==> src/rtl/core/hdda_pkg.sv <==
// Shared types and constants for the hairline DDA rasterizer.
package hdda_pkg;

    localparam int COORD_W     = 12;             // 6.6 endpoint width inside a tile
    localparam int FRAC_BITS   = 6;
    localparam int TILE_PIXELS = 64;
    localparam int PIX_W       = 6;              // output pixel coordinate
    localparam int MAJ_PIX_W   = 7;              // rounded major pixel, 0 .. 64
    localparam int SLOPE_SHIFT = 16;
    localparam int NUM_W       = COORD_W + SLOPE_SHIFT;   // dividend width
    localparam int QUO_W       = SLOPE_SHIFT + 1;         // |slope| <= 1.0 in 1.16
    localparam int SLOPE_W     = QUO_W + 1;
    localparam int PROD_W      = SLOPE_W + FRAC_BITS + 1;
    localparam int BASE_W      = COORD_W + 2;
    localparam int ACC_W       = 26;
    localparam int DIV_STEPS   = NUM_W;
    localparam int DIV_CNT_W   = $clog2(DIV_STEPS);

    localparam logic [COORD_W-1:0]   HALF_PIXEL = COORD_W'(32);
    localparam logic [MAJ_PIX_W-1:0] TILE_MAX   = MAJ_PIX_W'(TILE_PIXELS - 1);

    typedef enum logic [2:0] {
        ST_IDLE,
        ST_SETUP,
        ST_CHECK,
        ST_DIV,
        ST_MUL,
        ST_INIT,
        ST_RUN
    } t_state;

    typedef struct packed {
        logic load;       // capture the segment endpoints
        logic setup;      // order endpoints, round, take deltas
        logic div_start;  // launch the slope division
        logic mul;        // form slope and the first-center correction
        logic init;       // seed accumulator and major counter
        logic step;       // emit one pixel and advance
    } t_dp_cmd;

    typedef struct packed {
        logic zero_len;
        logic div_done;
        logic last_pixel;
    } t_dp_status;

endpackage

==> src/rtl/core/hdda_divider.sv <==
// Restoring serial divider, one quotient bit per cycle.
module hdda_divider (
    input  logic                          i_clk,
    input  logic                          i_rst_n,
    input  logic                          i_start,
    input  logic [hdda_pkg::NUM_W-1:0]    i_dividend,
    input  logic [hdda_pkg::COORD_W-1:0]  i_divisor,
    output logic [hdda_pkg::QUO_W-1:0]    o_quotient,
    output logic                          o_done
);
    import hdda_pkg::*;

    logic [NUM_W-1:0]     r_num;
    logic [COORD_W-1:0]   r_rem;
    logic [COORD_W-1:0]   r_div;
    logic [DIV_CNT_W-1:0] r_cnt;
    logic                 r_run;
    logic                 r_done;

    logic [COORD_W:0]     trial;
    logic                 ge;
    logic [COORD_W-1:0]   n_rem;

    always_comb begin
        trial = {r_rem, r_num[NUM_W-1]};
        ge    = (trial >= {1'b0, r_div});
        n_rem = ge ? COORD_W'(trial - {1'b0, r_div}) : trial[COORD_W-1:0];
    end

    always_ff @(posedge i_clk) begin
        if (!i_rst_n) begin
            r_run  <= 1'b0;
            r_done <= 1'b0;
            r_cnt  <= '0;
        end else begin
            r_done <= 1'b0;
            if (i_start) begin
                r_run <= 1'b1;
                r_cnt <= '0;
            end else if (r_run) begin
                r_cnt <= r_cnt + 1'b1;
                if (r_cnt == DIV_CNT_W'(DIV_STEPS - 1)) begin
                    r_run  <= 1'b0;
                    r_done <= 1'b1;
                end
            end
        end
    end

    // quotient bits shift in behind the dividend
    always_ff @(posedge i_clk) begin
        if (i_start) begin
            r_num <= i_dividend;
            r_rem <= '0;
            r_div <= i_divisor;
        end else if (r_run) begin
            r_num <= {r_num[NUM_W-2:0], ge};
            r_rem <= n_rem;
        end
    end

    assign o_quotient = r_num[QUO_W-1:0];
    assign o_done     = r_done;

    a_start_runs: assert property (@(posedge i_clk) disable iff (!i_rst_n)
        i_start |=> r_run && !r_done)
        else $error("divider did not start");

endmodule

==> src/rtl/core/hdda_datapath.sv <==
// Datapath: endpoint setup, slope division, DDA accumulator and pixel outputs.
module hdda_datapath (
    input  logic                          i_clk,
    input  logic                          i_rst_n,
    input  hdda_pkg::t_dp_cmd             i_cmd,
    output hdda_pkg::t_dp_status          o_status,
    input  logic [hdda_pkg::COORD_W-1:0]  i_x_start,
    input  logic [hdda_pkg::COORD_W-1:0]  i_y_start,
    input  logic [hdda_pkg::COORD_W-1:0]  i_x_end,
    input  logic [hdda_pkg::COORD_W-1:0]  i_y_end,
    output logic                          o_valid,
    output logic [hdda_pkg::PIX_W-1:0]    o_pixel_x,
    output logic [hdda_pkg::PIX_W-1:0]    o_pixel_y,
    output logic                          o_last
);
    import hdda_pkg::*;

    // captured transaction
    logic [COORD_W-1:0] r_x0, r_y0, r_x1, r_y1;

    // setup results
    logic                 r_horiz;
    logic [MAJ_PIX_W-1:0] r_p0, r_p1;
    logic [FRAC_BITS-1:0] r_frac;
    logic [COORD_W-1:0]   r_min0;
    logic [COORD_W-1:0]   r_dmaj;
    logic [COORD_W-1:0]   r_dmin_mag;
    logic                 r_dmin_neg;

    // DDA state
    logic signed [SLOPE_W-1:0] r_slope;
    logic signed [PROD_W-1:0]  r_prod;
    logic signed [ACC_W-1:0]   r_acc;
    logic [MAJ_PIX_W-1:0]      r_p;

    logic                 r_valid;
    logic [PIX_W-1:0]     r_px, r_py;
    logic                 r_last;

    // setup logic
    logic [COORD_W:0]     dx, dy;
    logic [COORD_W-1:0]   adx, ady;
    logic                 horiz;
    logic [COORD_W-1:0]   a_maj0, a_maj1, a_min0, a_min1;
    logic [COORD_W-1:0]   maj0, maj1, min0, min1;
    logic [COORD_W:0]     dmin;
    logic [COORD_W:0]     rnd0, rnd1;

    logic [QUO_W-1:0] o_quo_w;
    logic             div_done;

    always_comb begin
        dx    = {1'b0, r_x1} - {1'b0, r_x0};
        dy    = {1'b0, r_y1} - {1'b0, r_y0};
        adx   = dx[COORD_W] ? COORD_W'(-dx) : dx[COORD_W-1:0];
        ady   = dy[COORD_W] ? COORD_W'(-dy) : dy[COORD_W-1:0];
        horiz = (adx > ady);
        a_maj0 = horiz ? r_x0 : r_y0;
        a_maj1 = horiz ? r_x1 : r_y1;
        a_min0 = horiz ? r_y0 : r_x0;
        a_min1 = horiz ? r_y1 : r_x1;
        if (a_maj0 > a_maj1) begin
            maj0 = a_maj1;
            maj1 = a_maj0;
            min0 = a_min1;
            min1 = a_min0;
        end else begin
            maj0 = a_maj0;
            maj1 = a_maj1;
            min0 = a_min0;
            min1 = a_min1;
        end
        dmin = {1'b0, min1} - {1'b0, min0};
        rnd0 = {1'b0, maj0} + {1'b0, HALF_PIXEL};
        rnd1 = {1'b0, maj1} + {1'b0, HALF_PIXEL};
    end

    // slope and first-center correction
    logic signed [SLOPE_W-1:0] slope;
    logic signed [PROD_W-1:0]  prod;
    logic signed [BASE_W-1:0]  base;
    logic signed [ACC_W-1:0]   acc_seed;

    always_comb begin
        logic signed [SLOPE_W-1:0] q_ext;
        q_ext    = $signed({1'b0, o_quo_w});
        slope    = r_dmin_neg ? -q_ext : q_ext;
        prod     = PROD_W'(slope * $signed({1'b0, r_frac}));
        base     = $signed({2'b00, r_min0}) + BASE_W'(r_prod >>> SLOPE_SHIFT);
        // sign-extend the start before widening 8.6 to 10.16
        acc_seed = ACC_W'(base) <<< (SLOPE_SHIFT - FRAC_BITS);
    end

    // pixel selection with tile clamp
    logic signed [ACC_W-SLOPE_SHIFT-1:0] minor;
    logic [PIX_W-1:0]     mn, mj;
    logic [MAJ_PIX_W-1:0] p_next;

    always_comb begin
        minor  = r_acc[ACC_W-1:SLOPE_SHIFT];
        if (minor < 0) begin
            mn = '0;
        end else if (minor > $signed((ACC_W-SLOPE_SHIFT)'(TILE_PIXELS - 1))) begin
            mn = PIX_W'(TILE_PIXELS - 1);
        end else begin
            mn = minor[PIX_W-1:0];
        end
        mj     = (r_p > TILE_MAX) ? TILE_MAX[PIX_W-1:0] : r_p[PIX_W-1:0];
        p_next = r_p + 1'b1;
    end

    hdda_divider u_div (
        .i_clk      (i_clk),
        .i_rst_n    (i_rst_n),
        .i_start    (i_cmd.div_start),
        .i_dividend ({r_dmin_mag, SLOPE_SHIFT'(0)}),
        .i_divisor  (r_dmaj),
        .o_quotient (o_quo_w),
        .o_done     (div_done)
    );

    always_ff @(posedge i_clk) begin
        if (i_cmd.load) begin
            r_x0 <= i_x_start;
            r_y0 <= i_y_start;
            r_x1 <= i_x_end;
            r_y1 <= i_y_end;
        end
        if (i_cmd.setup) begin
            r_horiz    <= horiz;
            r_p0       <= rnd0[COORD_W:FRAC_BITS];
            r_p1       <= rnd1[COORD_W:FRAC_BITS];
            r_frac     <= HALF_PIXEL[FRAC_BITS-1:0] - maj0[FRAC_BITS-1:0];
            r_min0     <= min0;
            r_dmaj     <= maj1 - maj0;
            r_dmin_neg <= dmin[COORD_W];
            r_dmin_mag <= dmin[COORD_W] ? COORD_W'(-dmin) : dmin[COORD_W-1:0];
        end
        if (i_cmd.mul) begin
            r_slope <= slope;
            r_prod  <= prod;
        end
        if (i_cmd.init) begin
            r_acc <= acc_seed;
            r_p   <= r_p0;
        end else if (i_cmd.step) begin
            r_acc <= r_acc + ACC_W'(r_slope);
            r_p   <= p_next;
        end
        if (i_cmd.step) begin
            r_px   <= r_horiz ? mj : mn;
            r_py   <= r_horiz ? mn : mj;
            r_last <= (p_next == r_p1);
        end
    end

    always_ff @(posedge i_clk) begin
        if (!i_rst_n) begin
            r_valid <= 1'b0;
        end else begin
            r_valid <= i_cmd.step;
        end
    end

    assign o_status.zero_len   = (r_p0 == r_p1);
    assign o_status.div_done   = div_done;
    assign o_status.last_pixel = (p_next == r_p1);

    assign o_valid   = r_valid;
    assign o_pixel_x = r_px;
    assign o_pixel_y = r_py;
    assign o_last    = r_last;

    a_run_in_range: assert property (@(posedge i_clk) disable iff (!i_rst_n)
        i_cmd.step |-> (r_p < r_p1))
        else $error("major counter ran past segment end");

    a_last_ends_run: assert property (@(posedge i_clk) disable iff (!i_rst_n)
        (o_valid && o_last) |=> !o_valid)
        else $error("pixel emitted after final pixel");

endmodule

==> src/rtl/core/hdda_ctrl.sv <==
// Controller state machine sequencing setup, division and the pixel run.
module hdda_ctrl (
    input  logic                  i_clk,
    input  logic                  i_rst_n,
    input  logic                  start,
    output logic                  busy,
    output hdda_pkg::t_dp_cmd     o_cmd,
    input  hdda_pkg::t_dp_status  i_status
);
    import hdda_pkg::*;

    t_state r_state;
    t_state n_state;

    always_ff @(posedge i_clk) begin
        if (!i_rst_n) begin
            r_state <= ST_IDLE;
        end else begin
            r_state <= n_state;
        end
    end

    always_comb begin
        n_state = r_state;
        unique case (r_state)
            ST_IDLE:  if (start) n_state = ST_SETUP;
            ST_SETUP: n_state = ST_CHECK;
            ST_CHECK: n_state = i_status.zero_len ? ST_IDLE : ST_DIV;
            ST_DIV:   if (i_status.div_done) n_state = ST_MUL;
            ST_MUL:   n_state = ST_INIT;
            ST_INIT:  n_state = ST_RUN;
            ST_RUN:   if (i_status.last_pixel) n_state = ST_IDLE;
            default:  n_state = ST_IDLE;
        endcase
    end

    always_comb begin
        o_cmd = '0;
        busy  = 1'b1;
        unique case (r_state)
            ST_IDLE: begin
                busy       = 1'b0;
                o_cmd.load = start;
            end
            ST_SETUP: o_cmd.setup = 1'b1;
            ST_CHECK: o_cmd.div_start = !i_status.zero_len;
            ST_DIV:   o_cmd = '0;
            ST_MUL:   o_cmd.mul = 1'b1;
            ST_INIT:  o_cmd.init = 1'b1;
            ST_RUN:   o_cmd.step = 1'b1;
            default:  o_cmd = '0;
        endcase
    end

    a_div_idle_in_run: assert property (@(posedge i_clk) disable iff (!i_rst_n)
        (r_state == ST_RUN) |-> !i_status.div_done)
        else $error("divider finished outside division phase");

endmodule

==> src/rtl/core/hairline_dda_rasterizer_core.sv <==
// Hairline DDA rasterizer top level: controller plus datapath.
// The first pixel follows the setup, check, division, multiply and seed states; then one per cycle.
// busy is high from the setup state through the pixel run; a zero-length segment idles after the check.
// The run time is set by the serial slope divider followed by the pixel run.
// Results are strobed for one cycle on o_valid; the receiver cannot stall.
// Reset (i_rst_n low, synchronous) returns the controller to idle and drops o_valid.
module hairline_dda_rasterizer_core (
    input  logic                          i_clk,
    input  logic                          i_rst_n,
    input  logic                          start,
    output logic                          busy,
    input  logic [hdda_pkg::COORD_W-1:0]  i_x_start,
    input  logic [hdda_pkg::COORD_W-1:0]  i_y_start,
    input  logic [hdda_pkg::COORD_W-1:0]  i_x_end,
    input  logic [hdda_pkg::COORD_W-1:0]  i_y_end,
    output logic                          o_valid,
    output logic [hdda_pkg::PIX_W-1:0]    o_pixel_x,
    output logic [hdda_pkg::PIX_W-1:0]    o_pixel_y,
    output logic                          o_last
);
    import hdda_pkg::*;

    t_dp_cmd    cmd;
    t_dp_status status;

    hdda_ctrl u_ctrl (
        .i_clk    (i_clk),
        .i_rst_n  (i_rst_n),
        .start    (start),
        .busy     (busy),
        .o_cmd    (cmd),
        .i_status (status)
    );

    hdda_datapath u_dp (
        .i_clk     (i_clk),
        .i_rst_n   (i_rst_n),
        .i_cmd     (cmd),
        .o_status  (status),
        .i_x_start (i_x_start),
        .i_y_start (i_y_start),
        .i_x_end   (i_x_end),
        .i_y_end   (i_y_end),
        .o_valid   (o_valid),
        .o_pixel_x (o_pixel_x),
        .o_pixel_y (o_pixel_y),
        .o_last    (o_last)
    );

endmodule

==> config.mk <==
export PLATFORM = sky130hd
export DESIGN_NAME = hairline_dda_rasterizer_core
export DESIGN_NICKNAME = d
export VERILOG_FILES = /design/src/rtl/core/hdda_pkg.sv /design/src/rtl/core/hdda_divider.sv /design/src/rtl/core/hdda_datapath.sv /design/src/rtl/core/hdda_ctrl.sv /design/src/rtl/core/hairline_dda_rasterizer_core.sv
export SDC_FILE = /design/constraint.sdc
export NUM_CORES = 1
export LEC_CHECK = 0
export BUFFER_PORTS_ARGS = -buffer_cell sky130_fd_sc_hd__buf_2
export CORE_UTILIZATION = 60
export DETAILED_ROUTE_END_ITERATION = 8
export GPL_TIMING_DRIVEN = 1
export PLACE_DENSITY = 0.77
export SETUP_SLACK_MARGIN = 0.02
export SYNTH_ARGS = -nofsm -noshare
export SYNTH_HDL_FRONTEND = slang
export SYNTH_HIERARCHICAL = 1
export SYNTH_SLANG_ARGS = --single-unit
export TNS_END_PERCENT = 20
==> constraint.sdc <==
create_clock -name i_clk -period 16.3 [get_ports i_clk]
set_input_delay 3.26 -clock i_clk [delete_from_list [all_inputs] [get_ports i_clk]]
set_output_delay 3.26 -clock i_clk [all_outputs]
set_load 0.005 [all_outputs]
==> out/qor.csv <==
stage,metric,value,unit
clock_tree,CTS sink cnt,242,
worst_hold_path,hold path depth,0,
route,DR DRC count,0,
clock_tree,worst skew pair latency,0.54,ns
sta,clock skew,0.008545,ns
cells_and_area,number of diodes,0,
worst_setup_path,CP Capture Type,flip-flop,
clock_tree,CTS resizes,0,
worst_setup_path,CP required,16.58,ns
worst_setup_path,"Slowest-stage cell, CP",o21a_4,
worst_setup_path,cell repeated most along the worst path,o21ai_0,
placed_design,Port Buf Inserts,65,
worst_setup_path,"Arr. time, crit path",11.15,ns
yosys,"Seq/Total Area, Yosys",35.47,%
worst_hold_path,Hold Path Origin,u_dp/r_dmaj[9],
worst_hold_path,min-delay worst type,flip-flop to flip-flop,
yosys,Yosys warning total,6,
worst_setup_path,flop2flop setup slack,5.43,ns
placed_design,DP HPWL,32710,um
floorplan,total core area,31800,sq um
clock_tree,CTS Buffer Depth,3,
grt,GR Overflow Total,0,
yosys,most used flip-flop cell after synthesis,edfxtp_1,
cells_and_area,Area Growth Syn to Fin,7.287,%
yosys,Synth Cell Area,19560,sq um
outcome,status,"finished, final reports clean",
grt,first-pass GRT wire length,70120,um
route,drt pass-1 iters,5,
cells_and_area,Util after Layout,65.98,%
cells_and_area,Finished Cell Area,20980,sq um
sta,min cycle time layout,10.87,ns
sta,max-slew violations,0,
worst_setup_path,reg2reg path depth,47,
floorplan,# IOs,66,
route,Via Count,14380,
sta,final setup TNS,0,ns
grt,initial antenna violation count,0,
sta,worst-margin pin slew,1.044,ns
floorplan,starting density of the core,61.50,%
route,drt total wl,42580,um
worst_setup_path,RR Endpoint,u_dp/r_dmin_mag[11],
yosys,Cell variety after synth,91,
sta,Setup-failing EPs final,0,
worst_setup_path,reg2reg start,u_dp/r_x1[0],
route,WL per Instance,17.16,um
floorplan,Rows,65,
placed_design,area post-placement,20130,sq um
worst_setup_path,CP Max Fanout,59,
cells_and_area,layout cells sized above 1,9.726,%
route,DRT iter0 DRCs,1044,
clock_tree,CTS H-tree depth,1,
sta,Slew headroom,29.67,%
yosys,Mapped Cells,1983,
sta,RSZ-0062 raised after global routing,false,
floorplan,die width,182.5,um
clock_tree,TritonCTS clock tree,yes,
placed_design,Final Wtd Congestion,0.9035,
yosys,"EDFF count, synth",209,
worst_hold_path,Hold EP,u_dp/u_div/r_div[9],
clock_tree,clk slew on worst S/H paths,0.06,ns
grt,pin count of the biggest net entering global routing,60,
yosys,Avg Inst Size Synth,9.863,sq um
clock_tree,# Post-CTS Setup Buffers,0,
sta,final hold violation count,0,
sta,WHS,0.4129,ns
floorplan,die footprint,33320,sq um
route,drt via density,5.798,
route,antenna-violating nets left,0,
grt,vias in the first global route,14030,
yosys,asr flop ratio synth,0,%
sta,fmax,91.99,MHz
floorplan,Die Ht,182.5,um
worst_setup_path,"slowest stage delay, CP",0.64,ns
worst_setup_path,Crit Path Category,flip-flop to flip-flop,
clock_tree,CTS buffer count,26,
yosys,Seq cells post-synth,242,
clock_tree,hold buffer count at CTS,0,
sta,Final Cycle Share,66.69,%
worst_setup_path,Critical Path Source Type,flip-flop,
job,max cap viols,0,
cells_and_area,Final #Nets,2325,
grt,GR Util All Layers,26.21,%
clock_tree,root buffer cell,clkbuf_16,
cells_and_area,Layout fillers,2514,
cell families after synthesis:
group	count (synthesis)	synth area share, %
compound gates	398	13.36
xor+xnor	147	6.583
fa+ha+maj	248	18.94
buf+inv	260	5.892
flops	242	35.47
mux	94	5.137
other cells	1	0.01917
simple gates	593	14.60
routing by layer:
layer	wire, um	vias to the layer above	global-route usage, %	share of wire, %
li1	-	7015	-	-
met1	19180	6908	36.20	45
met2	20190	394	44.52	47
met3	2260	67	2.415	5.3
met4	960	0	6.420	2.3
met5	0	-	0	0
flip-flops by register name (all words and copies together), names as in the netlist, 3 cells and up:
name              count
u_dp/r_frac           6
u_dp/r_dmin_mag      12
u_dp/r_prod           9
u_dp/r_acc           26
u_dp/r_p1             7
u_dp/r_slope         18
u_dp/r_x1            12
u_dp/u_div/r_rem     12
u_dp/r_y0            12
u_dp/u_div/r_div     12
u_dp/r_p              7
u_dp/r_min0          12
u_dp/r_x0            12
u_dp/r_dmaj          12
u_ctrl/r_state        3
u_dp/r_y1            12
u_dp/u_div/r_cnt      5
u_dp/u_div/r_num     28
u_dp/o_pixel_x        6
u_dp/r_p0             7
u_dp/o_pixel_y        6
worst max-delay path by stage:
stage	start	end	depth (start not counted)
after floorplan	u_dp/r_x1[0]	u_dp/r_dmin_mag[4]	55
final	u_dp/r_x1[0]	u_dp/r_dmin_mag[11]	47
after global placement	u_dp/r_x1[0]	u_dp/r_dmin_mag[5]	47
after CTS	u_dp/r_x1[0]	u_dp/r_dmin_mag[11]	46
after detailed placement	u_dp/r_x1[0]	u_dp/r_dmin_mag[11]	46
after global routing	u_dp/r_x1[0]	u_dp/r_dmin_mag[11]	47
cell usage after synthesis, types with 5 or more instances:
| cell type | instances | area [sq um] |
|---|---|---|
| a211o_1 | 5 | 43.79 |
| a211oi_1 | 23 | 172.7 |
| a21boi_0 | 11 | 82.58 |
| a21o_1 | 22 | 165.2 |
| a21oi_1 | 98 | 490.5 |
| a31oi_1 | 18 | 112.6 |
| and2_1 | 66 | 412.9 |
| and3_1 | 15 | 93.84 |
| buf_1 | 5 | 18.77 |
| buf_2 | 9 | 45.04 |
| buf_4 | 20 | 150.1 |
| buf_6 | 7 | 78.83 |
| clkbuf_1 | 30 | 112.6 |
| dfxtp_1 | 33 | 660.6 |
| edfxtp_1 | 209 | 6276 |
| fa_1 | 80 | 1602 |
| ha_1 | 168 | 2102 |
| inv_1 | 182 | 683.2 |
| mux2_2 | 37 | 416.7 |
| mux2i_1 | 53 | 530.5 |
| nand2_1 | 181 | 679.4 |
| nand2b_1 | 28 | 175.2 |
| nand3_1 | 27 | 135.1 |
| nand4_1 | 11 | 68.82 |
| nor2_1 | 148 | 555.5 |
| nor2b_1 | 24 | 150.1 |
| nor3_1 | 34 | 170.2 |
| o2111ai_1 | 5 | 43.79 |
| o211ai_1 | 18 | 135.1 |
| o21a_1 | 15 | 112.6 |
| o21ai_0 | 95 | 475.5 |
| o21ai_1 | 8 | 40.04 |
| o21bai_1 | 13 | 97.59 |
| o22ai_1 | 9 | 56.30 |
| o31ai_1 | 5 | 37.54 |
| o41ai_1 | 6 | 52.55 |
| or2_2 | 6 | 37.54 |
| or3_1 | 22 | 137.6 |
| or4_1 | 5 | 37.54 |
| xnor2_1 | 88 | 770.7 |
| xor2_1 | 59 | 516.8 |
through the flow:
stage	instances	worst slack, ns
after CTS	2481	5.591
final	2481	5.430
after global placement	2433	5.949
after global routing	2481	4.496
after floorplan	1998	6.201
after detailed placement	2433	5.663
worst max-delay path: cells and delay by family, from the launching register on:
kind	cells	cell delay, ns
compound gates	24	5.28
xor+xnor	2	0.24
fa+ha+maj	6	1.84
buf+inv	5	1.25
flops	1	0.44
simple gates	10	1.51
cell type report:
cell class                 count  area [sq um]  area share, %
clock inverter                16         155.1         0.7394
timing repair buffer          75         400.4          1.908
clock buffer                  32         693.2          3.304
tap                          435         544.3          2.594
multi-input combinational   1496         11560          55.09
sequential                   242          6937          33.06
inverter                     185         694.4          3.309
placed cells by master, fill, tap and decap left out, types with 6 or more instances in the layout:
master	count
edfxtp_1	209
mux2i_1	53
nor2b_1	24
o21a_1	15
buf_2	65
nor2_1	146
or3_1	22
a31oi_1	18
o41ai_1	6
dfxtp_1	33
a21boi_0	11
buf_4	10
o22ai_1	9
mux2_2	37
a21o_1	22
nand2_1	181
a211oi_1	23
and3_1	15
clkbuf_16	26
and2_1	66
xnor2_1	88
ha_1	168
a21oi_1	98
inv_1	182
o21ai_1	8
o21bai_1	13
nand3_1	27
or2_2	6
nand4_1	11
conb_1	16
o211ai_1	18
o21ai_0	95
xor2_1	59
nor3_1	34
nand2b_1	28
fa_1	80
Power is left out: the tool's default activity adds up to more than one toggle a clock period on the data nets, which glitch-free logic cannot reach.
